===== src/tld_pkg.sv =====
// Package for the thick line drawer: request codes and defaults.
// No dependencies.
package tld_pkg;
  localparam int ScreenWidthDef  = 128;
  localparam int ScreenHeightDef = 64;
  localparam int MaxThickDef     = 50;
  localparam int QueueDepth      = 2;

  typedef enum logic {
    REQ_DRAW = 1'b0,
    REQ_READ = 1'b1
  } req_kind_t;

  typedef struct packed {
    logic       kind;
    logic [7:0] sx;
    logic [6:0] sy;
    logic [7:0] ex;
    logic [6:0] ey;
    logic [6:0] width;
    logic       color;
    logic [9:0] index;
  } cmd_t;

  typedef enum logic [2:0] {
    BK_IDLE,
    BK_CLEAR,
    BK_SETUP,
    BK_PIX,
    BK_RMW,
    BK_READ,
    BK_REPLY
  } back_state_t;
endpackage


===== src/tld_front.sv =====
// Front end of the thick line drawer: accepts items, saturates the width,
// and queues decoded commands. Depends on tld_pkg.
module tld_front import tld_pkg::*; #(
  parameter int MAX_THICKNESS = MaxThickDef
) (
  input  logic       clk,
  input  logic       rst,
  input  logic       in_valid,
  output logic       in_ready,
  input  logic [45:0] in_data,
  output logic       q_valid,
  input  logic       q_pop,
  output cmd_t       q_cmd
);
  cmd_t       slots [QueueDepth];
  logic [1:0] count;
  logic       wr_ptr, rd_ptr;
  cmd_t       dec;
  logic [7:0] thick;

  always_comb begin
    thick = in_data[34:27];
    dec.kind  = in_data[0];
    dec.sx    = {1'b0, in_data[7:1]};
    dec.sy    = {1'b0, in_data[13:8]};
    dec.ex    = {1'b0, in_data[20:14]};
    dec.ey    = {1'b0, in_data[26:21]};
    dec.width = (thick > 8'(MAX_THICKNESS)) ? 7'(MAX_THICKNESS) : thick[6:0];
    dec.color = in_data[35];
    dec.index = in_data[45:36];
  end

  assign in_ready = (count != 2'(QueueDepth));
  assign q_valid  = (count != 2'd0);
  assign q_cmd    = slots[rd_ptr];

  always_ff @(posedge clk) begin
    if (in_valid && in_ready) slots[wr_ptr] <= dec;
    if (rst) begin
      count <= '0; wr_ptr <= 1'b0; rd_ptr <= 1'b0;
    end else begin
      if (in_valid && in_ready) wr_ptr <= ~wr_ptr;
      if (q_pop) rd_ptr <= ~rd_ptr;
      count <= count + 2'(in_valid && in_ready) - 2'(q_pop);
    end
  end
endmodule


===== config.mk =====
export PLATFORM = sky130hd
export DESIGN_NAME = tld_front
export DESIGN_NICKNAME = d
export VERILOG_FILES = /design/src/tld_pkg.sv /design/src/tld_front.sv
export SDC_FILE = /design/constraint.sdc
export NUM_CORES = 1
export LEC_CHECK = 0
export BUFFER_PORTS_ARGS = -buffer_cell sky130_fd_sc_hd__buf_2
export CORE_UTILIZATION = 40
export DETAILED_ROUTE_END_ITERATION = 8
export SETUP_SLACK_MARGIN = 0.2
export SYNTH_ARGS = -nofsm -noshare
export SYNTH_HDL_FRONTEND = slang
export SYNTH_SLANG_ARGS = --single-unit
export TNS_END_PERCENT = 20

===== constraint.sdc =====
create_clock -name clk -period 3.7 [get_ports clk]
set_input_delay 0 -clock clk [delete_from_list [all_inputs] [get_ports clk]]
set_output_delay 0 -clock clk [all_outputs]
set_load 0.01 [all_outputs]

-- Yosys cells after proc, flatten, opt, wreduce, memory -nomap -nowiden
Memory sizes are Yosys's and may differ from the RTL's. A register that Yosys moved wholly into a read port is not among the register bits.
Index checks and enable logic that the tools add are counted.
- add/subtract/negate cells: 2
- magnitude comparators: 1
- equality and inequality tests: 1
- muxes and demuxes: 5
- bitwise gates (word level): 2
- reductions and logical operators: 2
- operators by type and width (kind ; count):
    greater-than comparator 8 x 6 -> 1 bit, second input constant ; 1
    2-to-1 mux 7 bit ; 1
    2-to-1 mux 1 bit ; 4
    adder 2 x 1 -> 2 bit ; 1
    != test 2 bit, second input constant ; 1
    inverter 1 bit ; 2
    nonzero test 2 bit ; 1
    subtractor 2 x 1 -> 2 bit ; 1
    logical AND 1 bit ; 1
- bits in registers: 4
- RAM bits: 90
- input bits: 50
- output and inout port bits: 51
- word-level logic and storage cells: 17
- memories kept: 1
- memories (name ; words ; width ; read ports ; clocked after Yosys merged registers in ; wr ports ; RTL line ; text):
    slots ; 2 ; 45 ; 1 ; 1 ; 1 ; tld_front.sv:15 ; cmd_t slots [QueueDepth];

-- Logic depth before layout (Yosys ltp)
- depth in word-level cells: 4
- mapped depth: 8

-- Worst setup path after synthesis
No wires, ideal clock.
- path kind: register to register
- start point: register count[0]
- end point: memory slots[0][0] (netlist bit), enable pin
- setup time: 448 ps
- arrival time: 2454 ps
- data required time: 3252 ps
- slack: 798 ps
- cell stages (with the launch flop): 4
- buffers on the path: 0
- path through: dfxtp_1 -> nand2b_2 -> nand2_2 -> nor2_1
- word-level cells in the longest chain between the ends: 4
- RTL lines (what ; RTL line ; text):
    from (decl) ; tld_front.sv:16 ; logic [1:0] count;
    from (signal assigned) ; tld_front.sv:44 ; count <= count + 2'(in_valid && in_ready) - 2'(q_pop);
    != test 2 bit ; tld_front.sv:33 ; assign in_ready = (count != 2'(QueueDepth));
    named net in_ready ; tld_front.sv:9 ; output logic in_ready,
    logical AND 1 bit ; tld_front.sv:38 ; if (in_valid && in_ready) slots[wr_ptr] <= dec;
    2-to-1 mux 1 bit ; tld_front.sv:38 ;
    2-to-1 mux 1 bit (not written as such) ; tld_front.sv:38 ;
    to (decl) ; tld_front.sv:15 ;
The timed path passes the listed nets, and every way through them passes these cells.

==> results.yml <==
logic_synthesis:
  yosysSeqAreaShare_pct: 74.3
  syn_area_per_cell_um2: 21.1
  synth_top_family_by_area: "multiplexers"
  muxShareOfSynthArea_pct: 17.7
  yosysWarnings: 0
  synth_fa_ha_area_share_pct: 0.664
  synth_area_um2: 3770
  synth-compound-area-share_pct: 0.398
  ys_ff_latch: 95
  synthSimpleGateAreaFrac_pct: 2.79
  synthCells: 179
  ys_types: 23
  synth_xor_area_share_pct: 0.697
grt:
  grt.overflow.total: 0
  grt_use_total_pct: 13.5
  grt_pass1_vias: 2005
  antenna_found_initial: 0
  grt_max_degree: 46
  grt_pass1_wl_mm: 9.80
die:
  core_um2: 9200
  die_area_um2: 9820
  start_util_pct: 41.0
  pin_count: 101
  die_h_um: 99.1
  die_w_um: 99.1
  num_rows: 35
cts:
  cts_setup_buffers: 0
  cts_sinks: 95
  cts-root-buf: "clkbuf_8"
  insertion_delay_ns: 0.35
  cts_tree: "done"
  clock_path_buffers: 2
  ctsResizeCount: 0
  cts.clk_slew.worst_paths_ns: 0.09
  ctsHoldBuffers: 47
  htree_levels: 3
  cts_buffers: 9
timing:
  worstMarginPinSlew_ns: 1.10
  period_share_pct: 61.0
  final.min_clock_period_ns: 2.26
  setup_viol: 0
  relSlewSlack_pct: 26.8
  rsz0062_at_grt: "no"
  slew_violations: 0
  fin_worst_skew_ns: 0.00868
  whs_ns: 0.0254
  fin_setup_tns_ns: 0
  hold_viol_final: 0
  fmax_mhz: 443
  setup_ws_ns: 1.44
critical_path:
  critPathKind: "reg2out"
  worst-path-max-fanout: 32
  end_kind: "output port"
  worstPathRequired_ns: 3.70
  cp.arrival_ns: 2.26
  worst_setup_path_start_kind: "flop"
cells_and_area:
  layout_commonest_cell: "buf_2"
  layout-drive-gt1-share_pct: 49.3
  layout_common_cells: "buf_2 (96), edfxtp_1 (90), dlygate4sd3_1 (47)"
  final_util_pct: 54.2
  antenna_cells: 0
  layout.nets: 384
  nFillCells: 770
  area_growth_pct: 32.2
routing:
  drc_errors: 0
  drtAntennaViolNets: 0
  drt-total-wl_mm: 6.36
  drtIter0Drc: 58
  first_pass_iters: 6
  vias: 2017
  viasPerCell: 4.50
  wl_per_cell_um: 14.2
place:
  pre_cts_ws_ns: 1.72
  numPortBuffers: 96
  detailedPlacementHpwl_mm: 3.91
  gp_congestion: 0.703
power:
  pwr_density_cell_nw_per_um2: 527
  peakVddDrop_v: 0.000278
  p_leak_uw: 0.00199
worst_hold_path:
  min_path_type: "in2reg"
outcome:
  status: "complete, no violations"
run:
  drv_cap: 0
==> routing by layer <==
layer  vias up  global-route usage, %  wire (µm)
met5         -                      0          0
met4         0                   5.43         31
met3         5                   4.08        284
met2        62                   22.4       3180
met1       965                   16.5       2860
li1        985                      -          -
==> flip-flops by register name, indices dropped and copies added, names as in the netlist, named ones only <==
name    cells
rd_ptr      1
count       2
slots      90
wr_ptr      1
==> final timing paths <==
| path | slack [ns] | end | cells past startpoint | start |
|---|---|---|---|---|
| setup / recovery | 1.44 | q_cmd[2] | 3 | flop |
| hold / removal | 0.03 | slots[0][13] | 2 | in_data[29] |
| setup reg to reg | 1.75 | slots[0][10] | 4 | count[0] |
| hold reg to reg | 0.52 | rd_ptr | 2 | rd_ptr |
==> cell usage after synthesis <==
cell type	instances	area share [%]
nor2b_1	2	0.33
nor2_1	7	0.70
buf_6	1	0.30
mux2_4	40	16
buf_12	4	2.1
xor2_1	1	0.23
nand2_1	1	0.099
ha_1	2	0.66
mux2_2	6	1.8
o21ai_0	1	0.13
or3_1	2	0.33
nor3_1	2	0.27
buf_4	4	0.80
o211a_1	1	0.27
or2_2	1	0.17
nand2_2	1	0.17
conb_1	1	0.099
edfxtp_1	90	72
xnor2_1	2	0.46
dfxtp_1	5	2.7
and3_1	3	0.50
inv_1	1	0.099
nand2b_2	1	0.23
==> cell type report <==
class                   instances  area (µm²)  share of cell area [%]
flip-flops and latches         95        2800                    56.2
repair buffers                146         973                    19.5
multi-input cells              79         871                    17.5
well taps                     111         139                    2.79
clock buffers                   9         124                    2.48
clock inverters                 7        71.3                    1.43
inverters                       1        3.75                  0.0753
==> critical path, stage by stage (launching register included) <==
cell     delay, ns
dfxtp_2       1.06
buf_4         0.35
mux2_2        0.35
buf_2         0.14
==> per-stage QoR <==
step / total power, µW / std cells / area, µm²
4_1_cts: 2660 / 448 / 4990
6_report: 2630 / 448 / 4990
5_1_grt: 2750 / 448 / 4990
2_1_floorplan: 1780 / 184 / 3790
3_5_place_dp: 1950 / 385 / 4320
3_3_place_gp: 1940 / 385 / 4320
==> report_power, final <==
group | leakage [µW] | internal, µW | switching [µW] | total, µW
logic | 0.00102 | 284 | 252 | 536
registers | 0.000876 | 1360 | 61.1 | 1420
clock network | 0.0000937 | 314 | 356 | 669
total | 0.00199 | 1960 | 668 | 2630
==> cell families (layout without fill, tap and decap cells) <==
group,Yosys count,in the layout
compound gates,2,2
buf+inv,10,163
other cells,1,6
simple gates,20,20
mux,46,46
xor+xnor,3,3
fa+ha+maj,2,2
flops,95,95
(Power assumes the default switching activity.)
